File: src/design/motor_duty_soft_start_ramp_top_macros.svh
// Assertion macros for the motor duty soft-start ramp block.
// Each macro expects clk and rst in scope; rst masks the check.
`ifndef MOTOR_DUTY_SOFT_START_RAMP_TOP_MACROS_SVH
`define MOTOR_DUTY_SOFT_START_RAMP_TOP_MACROS_SVH

// Plain property, sampled on the rising edge, masked during reset
`define MDR_ASSERT(label, prop, msg) \
  label: assert property (@(posedge clk) disable iff (rst) (prop)) else $error(msg);

// Same-cycle implication
`define MDR_ASSERT_IMPL(label, ante, cons, msg) \
  `MDR_ASSERT(label, (ante) |-> (cons), msg)

// Next-cycle implication
`define MDR_ASSERT_NEXT(label, ante, cons, msg) \
  `MDR_ASSERT(label, (ante) |=> (cons), msg)

`endif

File: src/design/mdr_pkg.sv
// Shared types and constants of the motor duty soft-start ramp block.
// No dependencies; imported by every module of the block.
`timescale 1ns / 1ps

package mdr_pkg;

  // Configuration register indexes
  localparam logic [1:0] REG_DEAD_ZONE = 2'd0;
  localparam logic [1:0] REG_SOFT_MAX  = 2'd1;
  localparam logic [1:0] REG_RAMP_STEP = 2'd2;

  // Register reset values
  localparam logic [6:0] DEAD_ZONE_RESET = 7'd10;
  localparam logic [6:0] SOFT_MAX_RESET  = 7'd90;
  localparam logic [7:0] RAMP_STEP_RESET = 8'd5;

  // Arithmetic constants
  localparam logic [7:0] MIN_STEP_SIZE = 8'd5;
  localparam logic [7:0] PCT_CLAMP     = 8'd100;

  // Divide by 100 as a multiply by ceil(2^22 / 100) and a shift;
  // exact for every numerator below 43690
  localparam logic [15:0] DIV100_MUL   = 16'd41944;
  localparam int          DIV100_SHIFT = 22;

  // Serial divider geometry
  localparam int DIV_W   = 16;
  localparam int DIVR_W  = 8;
  localparam int DCNT_W  = 5;

  // Command queue geometry
  localparam int Q_DEPTH = 2;
  localparam int Q_PTR_W = 1;
  localparam int Q_CNT_W = 2;

  // Configuration write beat
  typedef struct packed {
    logic       we;
    logic [1:0] index;
    logic [7:0] data;
  } cfg_wr_t;

  // Classified command between front and back
  typedef struct packed {
    logic       zero;
    logic [6:0] pct;
  } mdr_item_t;

  // Request to the shared divider
  typedef struct packed {
    logic              start;
    logic [DIV_W-1:0]  dividend;
    logic [DIVR_W-1:0] divisor;
  } div_req_t;

endpackage

File: src/design/mdr_div.sv
// Shared restoring divider: one quotient bit per cycle.
// Depends on mdr_pkg for its widths and request struct.
`timescale 1ns / 1ps

module mdr_div (
  input  logic                     clk,
  input  logic                     rst,
  input  mdr_pkg::div_req_t        req,
  output logic                     busy,
  output logic [mdr_pkg::DIV_W-1:0] quotient
);
  import mdr_pkg::*;

  logic [DIVR_W-1:0] rem;
  logic [DIVR_W-1:0] divisor;
  logic [DCNT_W-1:0] count;
  logic [DIVR_W:0]   partial;
  logic [DIVR_W:0]   trial;
  logic              fits;

  // Shift in the next dividend bit and try the subtraction
  always_comb begin
    partial = {rem, quotient[DIV_W-1]};
    trial   = partial - {1'b0, divisor};
    fits    = partial >= {1'b0, divisor};
  end

  always_ff @(posedge clk) begin
    if (rst) begin
      busy  <= 1'b0;
      count <= '0;
    end else if (req.start) begin
      quotient <= req.dividend;
      divisor  <= req.divisor;
      rem      <= '0;
      count    <= DCNT_W'(DIV_W);
      busy     <= 1'b1;
    end else if (busy) begin
      rem      <= fits ? trial[DIVR_W-1:0] : partial[DIVR_W-1:0];
      quotient <= {quotient[DIV_W-2:0], fits};
      count    <= count - 1'b1;
      if (count == DCNT_W'(1)) begin
        busy <= 1'b0;
      end
    end
  end

endmodule

File: src/design/mdr_front.sv
// Front end: clamps the target percent, classifies it and queues it.
// Depends on mdr_pkg for the queue item type and depth.
`timescale 1ns / 1ps

module mdr_front (
  input  logic               clk,
  input  logic               rst,
  input  logic               in_valid,
  output logic               in_stall,
  input  logic signed [7:0]  target_percent,
  output logic               q_valid,
  output mdr_pkg::mdr_item_t q_item,
  input  logic               q_pop
);
  import mdr_pkg::*;

  mdr_item_t            entries [Q_DEPTH];
  logic [Q_PTR_W-1:0]   wr_ptr;
  logic [Q_PTR_W-1:0]   rd_ptr;
  logic [Q_CNT_W-1:0]   count;
  mdr_item_t            item_in;
  logic                 push;

  // Clamp to 0..100 and flag a stop command
  always_comb begin
    if (target_percent[7]) begin
      item_in.pct = '0;
    end else if (8'(target_percent) > PCT_CLAMP) begin
      item_in.pct = PCT_CLAMP[6:0];
    end else begin
      item_in.pct = target_percent[6:0];
    end
    item_in.zero = (item_in.pct == '0);
  end

  assign in_stall = (count == Q_CNT_W'(Q_DEPTH));
  assign push     = in_valid && !in_stall;
  assign q_valid  = (count != '0);
  assign q_item   = entries[rd_ptr];

  // Store on push, advance the read side on pop
  always_ff @(posedge clk) begin
    if (push) begin
      entries[wr_ptr] <= item_in;
    end
    if (rst) begin
      wr_ptr <= '0;
      rd_ptr <= '0;
      count  <= '0;
    end else begin
      if (push) begin
        wr_ptr <= Q_PTR_W'(wr_ptr + 1'b1);
      end
      if (q_pop) begin
        rd_ptr <= Q_PTR_W'(rd_ptr + 1'b1);
      end
      count <= Q_CNT_W'(count + Q_CNT_W'(push) - Q_CNT_W'(q_pop));
    end
  end

endmodule

File: src/design/mdr_back.sv
// Back end: duty mapping, ramp sequencing, register file and output beat.
// Depends on mdr_pkg; drives the shared divider mdr_div.
`timescale 1ns / 1ps

module mdr_back #(
  parameter int FULL_SCALE_DUTY = 255
) (
  input  logic                      clk,
  input  logic                      rst,
  input  mdr_pkg::cfg_wr_t          cfg,
  input  logic                      q_valid,
  input  mdr_pkg::mdr_item_t        q_item,
  output logic                      q_pop,
  output mdr_pkg::div_req_t         div_req,
  input  logic                      div_busy,
  input  logic [mdr_pkg::DIV_W-1:0] div_quotient,
  output logic                      out_valid,
  input  logic                      out_stall,
  output logic [7:0]                duty,
  output logic                      drive_forward,
  output logic [6:0]                speed_now,
  output logic                      last_of_run
);
  import mdr_pkg::*;

  localparam logic [7:0] DUTY_MAX = 8'(FULL_SCALE_DUTY);

  localparam logic [2:0] S_IDLE  = 3'd0;
  localparam logic [2:0] S_NEW_A = 3'd1;
  localparam logic [2:0] S_NEW_B = 3'd2;
  localparam logic [2:0] S_OLD_A = 3'd3;
  localparam logic [2:0] S_OLD_B = 3'd4;
  localparam logic [2:0] S_STEPS = 3'd5;
  localparam logic [2:0] S_RAMP  = 3'd6;
  localparam logic [2:0] S_LAST  = 3'd7;

  logic [2:0]  state;
  logic        pend;
  logic [6:0]  dead_zone_percent;
  logic [6:0]  soft_max_percent;
  logic [7:0]  ramp_step_size;
  logic [6:0]  speed_percent;
  logic [6:0]  cur_pct;
  logic [6:0]  scaled;
  logic [7:0]  new_duty;
  logic [7:0]  old_duty;
  logic [7:0]  diff;
  logic [5:0]  steps;
  logic [5:0]  idx;
  logic [14:0] num;

  logic [6:0]  calc_pct;
  logic        in_dead;
  logic [13:0] prod_a;
  logic [14:0] prod_b;
  logic [13:0] prod_r;
  logic [30:0] recip;
  logic [8:0]  q100;
  logic [7:0]  step_eff;
  logic [7:0]  duty_sat;
  logic        div_done;
  logic        out_free;

  // Operands for the current step; num / 100 by reciprocal multiply
  always_comb begin
    calc_pct = (state == S_OLD_A) ? speed_percent : cur_pct;
    in_dead  = calc_pct < dead_zone_percent;
    prod_a   = calc_pct * soft_max_percent;
    prod_b   = scaled * DUTY_MAX;
    prod_r   = diff * idx;
    recip    = 31'(num) * 31'(DIV100_MUL);
    q100     = recip[DIV100_SHIFT +: 9];
    step_eff = (ramp_step_size < MIN_STEP_SIZE) ? MIN_STEP_SIZE : ramp_step_size;
    duty_sat = (q100 > {1'b0, DUTY_MAX}) ? DUTY_MAX : q100[7:0];
    div_done = pend && !div_busy;
    out_free = !out_valid || !out_stall;
    q_pop    = (state == S_IDLE) && q_valid;
  end

  // Divider request for the step count and each ramp beat
  always_comb begin
    div_req = '0;
    unique case (state)
      S_STEPS: begin
        div_req.start    = !pend && (new_duty > old_duty);
        div_req.dividend = DIV_W'(new_duty - old_duty);
        div_req.divisor  = step_eff;
      end
      S_RAMP: begin
        div_req.start    = !pend;
        div_req.dividend = DIV_W'(prod_r);
        div_req.divisor  = DIVR_W'(steps);
      end
      default: begin
        div_req = '0;
      end
    endcase
  end

  // Configuration registers
  always_ff @(posedge clk) begin
    if (rst) begin
      dead_zone_percent <= DEAD_ZONE_RESET;
      soft_max_percent  <= SOFT_MAX_RESET;
      ramp_step_size    <= RAMP_STEP_RESET;
    end else if (cfg.we) begin
      unique case (cfg.index)
        REG_DEAD_ZONE: dead_zone_percent <= cfg.data[6:0];
        REG_SOFT_MAX:  soft_max_percent  <= cfg.data[6:0];
        REG_RAMP_STEP: ramp_step_size    <= cfg.data;
        default: ;
      endcase
    end
  end

  // Sequencer and output beat
  always_ff @(posedge clk) begin
    if (rst) begin
      state         <= S_IDLE;
      pend          <= 1'b0;
      out_valid     <= 1'b0;
      speed_percent <= '0;
    end else begin
      if (out_valid && !out_stall) begin
        out_valid <= 1'b0;
      end
      if (div_req.start) begin
        pend <= 1'b1;
      end
      unique case (state)
        S_IDLE: begin
          if (q_valid) begin
            cur_pct <= q_item.pct;
            if (q_item.zero) begin
              new_duty <= '0;
              state    <= S_LAST;
            end else begin
              state <= S_NEW_A;
            end
          end
        end
        S_NEW_A: begin
          if (!pend) begin
            if (in_dead) begin
              new_duty <= '0;
              state    <= S_OLD_A;
            end else begin
              num  <= {1'b0, prod_a};
              pend <= 1'b1;
            end
          end else begin
            scaled <= q100[6:0];
            pend   <= 1'b0;
            state  <= S_NEW_B;
          end
        end
        S_NEW_B: begin
          if (!pend) begin
            num  <= prod_b;
            pend <= 1'b1;
          end else begin
            new_duty <= duty_sat;
            pend     <= 1'b0;
            state    <= S_OLD_A;
          end
        end
        S_OLD_A: begin
          if (!pend) begin
            if (in_dead) begin
              old_duty <= '0;
              state    <= S_STEPS;
            end else begin
              num  <= {1'b0, prod_a};
              pend <= 1'b1;
            end
          end else begin
            scaled <= q100[6:0];
            pend   <= 1'b0;
            state  <= S_OLD_B;
          end
        end
        S_OLD_B: begin
          if (!pend) begin
            num  <= prod_b;
            pend <= 1'b1;
          end else begin
            old_duty <= duty_sat;
            pend     <= 1'b0;
            state    <= S_STEPS;
          end
        end
        S_STEPS: begin
          if (!pend) begin
            diff <= new_duty - old_duty;
            if (new_duty <= old_duty) begin
              state <= S_LAST;
            end
          end else if (div_done) begin
            // at least one ramp step
            steps <= (div_quotient[5:0] == '0) ? 6'd1 : div_quotient[5:0];
            idx   <= 6'd1;
            pend  <= 1'b0;
            state <= S_RAMP;
          end
        end
        S_RAMP: begin
          if (div_done && out_free) begin
            duty          <= old_duty + div_quotient[7:0];
            drive_forward <= 1'b1;
            speed_now     <= cur_pct;
            last_of_run   <= 1'b0;
            out_valid     <= 1'b1;
            pend          <= 1'b0;
            if (idx == steps) begin
              state <= S_LAST;
            end else begin
              idx <= idx + 1'b1;
            end
          end
        end
        S_LAST: begin
          if (out_free) begin
            duty          <= new_duty;
            drive_forward <= (cur_pct != '0);
            speed_now     <= cur_pct;
            last_of_run   <= 1'b1;
            out_valid     <= 1'b1;
            speed_percent <= cur_pct;
            state         <= S_IDLE;
          end
        end
        default: begin
          state <= S_IDLE;
        end
      endcase
    end
  end

endmodule

File: src/design/motor_duty_soft_start_ramp_top.sv
// Motor duty soft-start ramp generator, top level.
//
// Input channel: in_valid / in_stall carry one signed target_percent per
// beat. It is clamped to 0..100 and placed in a two-entry command queue,
// so two commands can wait while the back end works.
// Output channel: out_valid / out_stall carry duty, drive_forward,
// speed_now and last_of_run. A stop command gives one beat; a rising duty
// gives a ramp of beats closed by the final duty with last_of_run set.
// A stop command goes straight to its final beat. Any other command
// maps both percents to duty with up to four divisions by 100, each a
// reciprocal multiply on a registered numerator, and a drop or an equal
// duty then gives its final beat. A rise adds a step-count division and
// one division per ramp beat on the 16-step serial divider; a run has at
// most 52 beats. The serial divider sets the ramp beat rate; the back end
// takes the next command from the queue only after the final beat.
// Configuration: cfg_we writes cfg_data into register cfg_index
// (0 dead zone, 1 soft maximum, 2 ramp step); write only while idle.
// Reset (rst, synchronous) empties the queue, clears the stored speed and
// restores register defaults. While out_stall is high the pending beat is
// held and the next beat waits; the queue keeps taking commands until full.
`timescale 1ns / 1ps
`include "motor_duty_soft_start_ramp_top_macros.svh"

module motor_duty_soft_start_ramp_top #(
  parameter int FULL_SCALE_DUTY = 255
) (
  input  logic              clk,
  input  logic              rst,
  input  logic              cfg_we,
  input  logic [1:0]        cfg_index,
  input  logic [7:0]        cfg_data,
  input  logic              in_valid,
  output logic              in_stall,
  input  logic signed [7:0] target_percent,
  output logic              out_valid,
  input  logic              out_stall,
  output logic [7:0]        duty,
  output logic              drive_forward,
  output logic [6:0]        speed_now,
  output logic              last_of_run
);
  import mdr_pkg::*;

  cfg_wr_t          cfg;
  logic             q_valid;
  mdr_item_t        q_item;
  logic             q_pop;
  div_req_t         div_req;
  logic             div_busy;
  logic [DIV_W-1:0] div_quotient;

  assign cfg = '{we: cfg_we, index: cfg_index, data: cfg_data};

  mdr_front u_front (
    .clk            (clk),
    .rst            (rst),
    .in_valid       (in_valid),
    .in_stall       (in_stall),
    .target_percent (target_percent),
    .q_valid        (q_valid),
    .q_item         (q_item),
    .q_pop          (q_pop)
  );

  mdr_div u_div (
    .clk      (clk),
    .rst      (rst),
    .req      (div_req),
    .busy     (div_busy),
    .quotient (div_quotient)
  );

  mdr_back #(
    .FULL_SCALE_DUTY (FULL_SCALE_DUTY)
  ) u_back (
    .clk           (clk),
    .rst           (rst),
    .cfg           (cfg),
    .q_valid       (q_valid),
    .q_item        (q_item),
    .q_pop         (q_pop),
    .div_req       (div_req),
    .div_busy      (div_busy),
    .div_quotient  (div_quotient),
    .out_valid     (out_valid),
    .out_stall     (out_stall),
    .duty          (duty),
    .drive_forward (drive_forward),
    .speed_now     (speed_now),
    .last_of_run   (last_of_run)
  );

  // A stop beat is a single, final, zero beat
  `MDR_ASSERT_IMPL(a_stop_beat, out_valid && !drive_forward,
                   duty == 8'd0 && speed_now == 7'd0 && last_of_run,
                   "stop beat carries duty or speed")
  // Ramp beats always drive forward and stay within full scale
  `MDR_ASSERT_IMPL(a_ramp_fwd, out_valid && !last_of_run,
                   drive_forward && duty <= 8'(FULL_SCALE_DUTY), "ramp beat out of range")
  // Duty never falls within a ramp
  `MDR_ASSERT_NEXT(a_ramp_rise, out_valid && !out_stall && !last_of_run,
                   !out_valid || duty >= $past(duty), "ramp duty fell")
  // Speed stays within 0..100
  `MDR_ASSERT_IMPL(a_speed_range, out_valid, speed_now <= 7'd100, "speed out of range")

endmodule

File: config.mk
export PLATFORM = sky130hd
export DESIGN_NAME = motor_duty_soft_start_ramp_top
export DESIGN_NICKNAME = d
export VERILOG_FILES = /design/src/design/mdr_pkg.sv /design/src/design/mdr_div.sv /design/src/design/mdr_front.sv /design/src/design/mdr_back.sv /design/src/design/motor_duty_soft_start_ramp_top.sv
export VERILOG_INCLUDE_DIRS = /design/src /design/src/design
export SDC_FILE = /design/constraint.sdc
export NUM_CORES = 1
export LEC_CHECK = 0
export ABC_AREA = 1
export ABC_CLOCK_PERIOD_IN_PS = 5900
export BUFFER_PORTS_ARGS = -buffer_cell sky130_fd_sc_hd__clkbuf_2
export CORE_AREA = 4 4 243 245
export CTS_CLUSTER_DIAMETER = 120
export DETAILED_ROUTE_END_ITERATION = 16
export DIE_AREA = 0 0 247 249
export GPL_TIMING_DRIVEN = 1
export PLACE_DENSITY = 0.42
export SYNTH_ARGS = -nofsm -noshare
export SYNTH_HDL_FRONTEND = slang
export SYNTH_SLANG_ARGS = --single-unit
export TNS_END_PERCENT = 20
File: constraint.sdc
create_clock -name clk -period 5.9 [get_ports clk]
set_input_delay 1.77 -clock clk [delete_from_list [all_inputs] [get_ports clk]]
set_output_delay 1.77 -clock clk [all_outputs]
set_load 0.02 [all_outputs]
==> results of run 1 <==
-- placed cells by master (no fill, tap or decap), types with 5 or more instances in the layout --
cell,synthesis,final
a21oi_1,138,138
a31oi_1,7,7
clkbuf_16,0,17
clkbuf_2,0,41
clkinv_8,0,6
dfxtp_1,45,45
edfxtp_1,130,130
fa_1,140,140
ha_1,222,222
inv_1,402,402
inv_2,11,11
inv_8,0,5
mux2_2,8,8
nand2_1,371,371
nand2_2,7,7
nand3_1,68,68
nand4_1,23,23
nor2_1,130,130
nor3_1,17,17
o211ai_1,8,8
o21a_1,5,5
o21ai_0,98,98
o21ai_1,15,15
o21ai_2,6,6
xnor2_1,14,14
xor2_1,19,19
-- registers in the layout (all words and copies together) (netlist names), 3 cells and up, named ones only --
name,count
u_back.speed_percent,7
u_back.cur_pct,7
u_back.duty,8
u_front.entries,16
u_back.state,3
u_back.dead_zone_percent,7
u_back.idx,6
u_back.ramp_step_size,8
u_back.scaled,7
u_back.old_duty,8
u_div.count,5
u_back.num,15
u_back.speed_now,7
u_back.soft_max_percent,7
u_div.quotient,16
u_back.diff,8
u_div.divisor,8
u_div.rem,8
u_back.new_duty,8
u_back.steps,6
-- worst max-delay path by stage --
stage	startpoint	endpoint	cells past startpoint
floorplan	u_back.state[2]$_SDFFE_PP0P_	u_back.num[10]$_DFFE_PP_	21
global placement	u_back.state[0]$_SDFFE_PP0P_	u_back.num[10]$_DFFE_PP_	20
detailed placement	u_back.state[0]$_SDFFE_PP0P_	u_back.num[10]$_DFFE_PP_	20
CTS	u_back.state[0]$_SDFFE_PP0P_	u_back.num[10]$_DFFE_PP_	20
global route	u_back.state[0]$_SDFFE_PP0P_	u_back.num[10]$_DFFE_PP_	19
finish	u_back.state[0]$_SDFFE_PP0P_	u_back.num[10]$_DFFE_PP_	20
-- synthesized netlist by cell type, drive strengths merged (2+ instances only) --
cell / count
edfxtp: 130
a21oi: 138
inv: 414
o211ai: 8
buf: 18
and2: 3
fa: 140
o21bai: 4
nand4: 23
o21ai: 119
mux2: 8
o41ai: 2
ha: 222
xor2: 19
o31ai: 2
a21boi: 2
nand3b: 4
nand3: 70
or2: 3
a21o: 2
o22ai: 2
dfxtp: 45
clkbuf: 17
o21a: 5
o2111ai: 3
nor3: 18
a211oi: 2
xnor2: 14
a31oi: 7
nor2: 135
nor4: 4
nand2: 382
-- through the flow --
stage / hold slack [ns] / area, um2
final: 0.461 / 18500
after global routing: 0.478 / 18500
after CTS: 0.464 / 18500
after detailed placement: 0.454 / 17900
after global placement: 0.435 / 17900
after floorplan: 0.426 / 16900
-- cells by family after synthesis --
group | Yosys count | share of synthesized area (%)
DFF | 175 | 28.5
muxes | 8 | 0.534
AOI/OAI and AO/OA | 300 | 9.66
and+or+nand+nor | 643 | 16.2
adders and majority gates | 362 | 33.1
xor gates and xnor gates | 33 | 1.71
buffers and inverters | 449 | 10.3
-- layer usage --
layer / wire length (um) / global-route usage (%) / vias up
met5: 0 / 0 / -
met4: 738 / 3.91 / 0
met3: 1060 / 2.16 / 40
met2: 19800 / 23.2 / 168
met1: 21200 / 20.4 / 6062
li1: - / - / 6411
-- area by class of cell --
cell class                      count  area, um2
Clock inverter                     15        204
Clock buffer                       17        425
Tap cell                          765        957
Multi-Input combinational cell   1346      10300
Fill cell                        6072      38600
Timing Repair Buffer               44        228
Sequential cell                   175       4800
Inverter                          414       1560
==> results.ini, run 1 <==
[finish]
final_nets = 2383
final_core_util_pct = 32.4
stdcell_count = 2776
num_antenna_cells = 0
syn_to_final_growth_pct = 9.78
drive_above_1_share_pct = 6.27

[route]
drt_first_pass_iters = 5
vias = 12681
remaining_drc_errors = 0
drt_iter0_drc = 701
drt-wirelength-per-cell_um = 15.4
drtAntennaViolNets = 0
wl_um = 42900
viasPerCell = 4.57

[placement]
pre_cts_slack_ns = 0.770
hpwlAfterDp_um = 35200
placedCellCount = 2744
io_buffers = 41
globalplace.congestion = 0.818

[synth]
synth_fp_nets = 2355
netlist_instances = 1970
synth_ff_type = edfxtp_1
ys_ff_latch = 175
syn_area_per_cell_um2 = 8.56
seq_area_frac_synth_pct = 28.5
syn_area_mm2 = 0.0169
async_flop_share_pct = 0
netlist.area_leader.share_pct = 23.1
yosysWarnings = 0
synthTopCellsByArea = edfxtp_1 (23%), fa_1 (17%), ha_1 (16%), inv_1 (8.9%), nand2_1 (8.3%)
synthDistinctLibCells = 52
synth_edf_count = 130
synth_top_area_cell = edfxtp_1

[global_routing]
first_global_vias = 13133
grt_overflow_total = 0
antenna_found_initial = 0
grt_usage_pct = 14.5
grt_max_degree = 42
grt_pass1_wl_um = 70400

[sta]
drv_slew = 0
max_freq_ghz = 0.194
setup_tns_ns = 0
hold_viol_final = 0
layout_min_cycle_time_ns = 5.14
fin_skew_ns = 0.0143
max-slew-margin-rel_pct = 19.1
rsz0062_at_grt = no
setup_viol = 0
finalCritPeriodShare_pct = 87.2
fin_ws_ns = 0.757
worst_slew_pin_slew_ns = 1.21

[clock_tree]
postCtsSetupRepairBufs = 0
cts_buffer_depth = 2
cts_tree = yes
cts-root-buf = clkbuf_16
worstSkewPairLatency_ns = 0.49
ctsHtreeMaxLevel = 4
postCtsHoldBufs = 0
ctsResizeCount = 0
cts_buffers = 17
numClockSinks = 175
clk_pin_slew_ns = 0.08

[critical_path]
ff2ff_setup_slack_ns = 0.76
crit_type = reg -> reg
r2r_start = u_back.state[0]$_SDFFE_PP0P_
critPathMostFrequentCell = inv_1
cp.buffers_inverters = 5
timing.rr.end = u_back.num[10]$_DFFE_PP_
worstSetupEndpointType = register
slowest_delay_ns = 0.57
path_max_fanout = 13
critPathSlowestCell = dfxtp_1
worstPathCellList = nand3_1 > inv_1 > nand2_1 > o21ai_2 > inv_1 > nor2_1 > fa_1 > inv_1 > fa_1 > fa_1 > inv_1 > fa_1 > ha_1 > nand2_1 > inv_1 > a21boi_0 > nor2_1 > nor2_1 > xor2_1 > o21ai_0
cp.required_ns = 6.14
rr_worst_depth = 20
crit_arrival_ns = 5.38
path_delay_family = adder cells
start_kind = register

[floorplan]
io_pins = 42
rows = 88
die_area_mm2 = 0.0615
core_mm2 = 0.0571
initial_utilization_pct = 29.5
die-height_um = 249
die_w_um = 247

[worst_hold_path]
hold_class = reg -> reg
worstHoldPathCells = 1
min-delay-start = u_front.rd_ptr$_SDFFE_PP0P_

[job]
max-cap-violations = 0

[outcome]
status = complete, no violations

Power of run 1 is not shown: default switching activity piles up to over one toggle a cycle in this logic, so the estimate is an artifact.
==> run 2, diff against run 1 <==
ABC_AREA = 0   (was 1)
CORE_AREA = 4 4 238 240   (was 4 4 243 245)
CTS_BUF_LIST = sky130_fd_sc_hd__clkbuf_4   (was not set)
DIE_AREA = 0 0 242 244   (was 0 0 247 249)
==> run 2 against run 1 <==
Compared with the run above: core utilization shrank 0.21 points; cell area shrank 5.0%; cell count decreased by 15%; non-clock buffer count rose by 11; synthesized area decreased by 3.6%; global-route usage shrank 1.2 points; fmax down 6.2%; first-iteration DRC count decreased by 30%; clock skew increased by 0.0093 ns; synthesized cell count down 18%; critical path type unchanged.
==> results.ini, run 2 <==
[synth]
synth_common_cells = inv_1 (267), ha_1 (222), fa_1 (140), nand2_1 (132), edfxtp_1 (130)
synth_edf_count = 130  ; unchanged
synth_ff_type = edfxtp_1
syn_area_per_cell_um2 = 10.0  ; +17%
synthTopCellsByArea = edfxtp_1 (24%), fa_1 (17%), ha_1 (17%), inv_1 (6.2%), dfxtp_1 (5.5%)
seq_area_frac_synth_pct = 29.5  ; +1.1 points
synth_top_area_cell = edfxtp_1
synthDistinctLibCells = 69  ; +33%
netlist_instances = 1624  ; -18%
yosysWarnings = 0  ; unchanged
syn_area_mm2 = 0.0163  ; -3.6%
async_flop_share_pct = 0  ; unchanged
ys_ff_latch = 175  ; unchanged
synth_fp_nets = 2009  ; -15%
yosysMostFrequentCell = inv_1
netlist.area_leader.share_pct = 24.0  ; +0.87 points

[clock_tree]
cts_buffers = 17  ; unchanged
numClockSinks = 175  ; unchanged
cts-root-buf = clkbuf_4
clk_pin_slew_ns = 0.15  ; +0.07 ns
ctsHtreeMaxLevel = 4  ; unchanged
worstSkewPairLatency_ns = 0.63  ; +0.14 ns
cts_buffer_depth = 2  ; unchanged
ctsResizeCount = 0  ; unchanged
cts_tree = yes
postCtsHoldBufs = 0  ; unchanged
postCtsSetupRepairBufs = 0  ; unchanged

[sta]
layout_min_cycle_time_ns = 5.48  ; +0.339 ns
rsz0062_at_grt = no
drv_slew = 0  ; unchanged
worst_slew_pin_slew_ns = 1.06  ; -0.157 ns
max-slew-margin-rel_pct = 29.4  ; +10 points
fin_ws_ns = 0.418  ; -0.339 ns
whs_ns = 0.467  ; +0.00556 ns
hold_viol_final = 0  ; unchanged
setup_viol = 0  ; unchanged
fin_skew_ns = 0.0235  ; +0.00925 ns
max_freq_ghz = 0.182  ; -6.2%
finalCritPeriodShare_pct = 92.9  ; +5.7 points
setup_tns_ns = 0  ; unchanged

[outcome]
status = complete, no violations

[critical_path]
crit_type = reg -> reg
crit_arrival_ns = 5.87  ; +0.49 ns
start_kind = register
cp.required_ns = 6.28  ; +0.14 ns
slowest_delay_ns = 0.57  ; about the same
worstPathCellList = ha_1 > fa_1 > fa_1 > fa_1 > inv_1 > fa_1 > inv_1 > ha_1 > a21o_1 > a21o_1 > a221o_1 > a211o_1 > o21a_1 > a211oi_4 > buf_4 > a21oi_1
worstSetupEndpointType = register
critPathMostFrequentCell = fa_1
path_max_fanout = 16  ; +3
critPathSlowestCell = edfxtp_1

[floorplan]
core_mm2 = 0.0547  ; -4.3%
initial_utilization_pct = 29.7  ; +0.23 points
io_pins = 42  ; unchanged
die-height_um = 244  ; -2.0%
die_area_mm2 = 0.0590  ; -4.0%
die_w_um = 242  ; -2.0%
rows = 86  ; -2.3%

[route]
wl_met2_um = 17300  ; -13%
remaining_drc_errors = 0  ; unchanged
drt_iter0_drc = 488  ; -30%
dr.max_layer_used = met5
viasPerCell = 4.68  ; +2.4%
vias = 11101  ; -12%
met3WireLength_um = 1020  ; -4.4%
drtAntennaViolNets = 0  ; unchanged
drt_first_pass_iters = 4  ; -1
met1_length_um = 19600  ; -7.9%
drt-wirelength-per-cell_um = 16.1  ; +4.5%
wl_um = 38300  ; -11%

[global_routing]
grt_usage_pct = 13.3  ; -1.2 points
grt_overflow_total = 0  ; unchanged
grt_max_degree = 54  ; +29%
first_global_vias = 11454  ; -13%
grt_pass1_wl_um = 63000  ; -11%
antenna_found_initial = 2  ; +2

[placement]
io_buffers = 41  ; unchanged
pre_cts_slack_ns = 0.412  ; -0.358 ns
hpwlAfterDp_um = 31500  ; -11%
globalplace.congestion = 0.786  ; -3.9%

[finish]
syn_to_final_growth_pct = 8.23
final_core_util_pct = 32.2  ; -0.21 points
filler_cell_count = 5711  ; -5.9%
drive_above_1_share_pct = 7.25  ; +0.99 points
final_common_cell = inv_1
reg_top3 = u_div.quotient x16, u_front.entries x16, u_back.num x15
final_nets = 2040  ; -14%
mostFrequentLayoutCells = inv_1 (267), ha_1 (222), fa_1 (140)

[job]
max-cap-violations = 0  ; unchanged

[worst_hold_path]
hold_class = reg -> reg

run 2: cell count changes in the layout (fill, tap and decap cells not counted), sizes merged, moves of 23 or more:
cell	before	now
xnor2	14	39
and2	3	47
nor2	135	112
nand2	382	132
a21oi	138	88
o21ai	119	56
inv	423	273
nand3	70	13
run 2: cell type report:
type                       instances  area [um2]  area share (%)
clock inverter                    14         173           0.981
clock buffer                      18         135           0.768
inverter                         267        1000            5.69
multi-input combinational       1139       10300            58.5
sequential                       175        4800            27.3
timing repair buffer              55         310            1.76
tap                              704         881            5.01
antenna                            1        2.50          0.0142
run 2: metrics by stage:
step	area (um2)	instances
after floorplan	16300	1624
after global placement	17300	2340
after detailed placement	17300	2340
after CTS	17600	2372
after global routing	17600	2373
final	17600	2373
run 2: worst paths after layout:
kind	from	endpoint	slack, ns	cells past startpoint
worst max register to register	u_back.num[9]$_DFFE_PP_	u_back.new_duty[1]$_SDFFCE_PN0P_	0.42	16
worst max-delay path	u_back.num[9]$_DFFE_PP_	u_back.new_duty[1]$_SDFFCE_PN0P_	0.42	16
worst min register to register	u_back.speed_percent[3]$_SDFFE_PP0P_	u_back.speed_percent[3]$_SDFFE_PP0P_	0.47	2
worst min-delay path	u_back.speed_percent[3]$_SDFFE_PP0P_	u_back.speed_percent[3]$_SDFFE_PP0P_	0.47	2
run 2: logic make-up (layout without fill, tap and decap cells):
group,after synthesis,after routing,share of synthesized area (%)
AND/OR/NAND/NOR,393,393,11.3
adder cells (fa/ha/maj),362,362,34.3
buffers and inverters,310,354,7.32
AO/OA/AOI/OAI,277,277,11.3
flip-flops,175,175,29.5
XOR/XNOR,71,71,3.82
multiplexers,36,36,2.38
other,0,1,0
run 2: worst max-delay path: cells and delay by family, from the launching register on:
family,cells,cell delay (ns)
adder cells (fa/ha/maj),6,2.72
AO/OA/AOI/OAI,7,1.63
flip-flops,1,0.57
buffers and inverters,3,0.33
run 2: layer usage:
layer	track usage [%]	vias to the layer above
li1	-	5541
met1	19.3	5393
met2	21.5	141
met3	1.66	24
met4	2.71	2
met5	0	-
Power of run 2 is left out for the same reason.
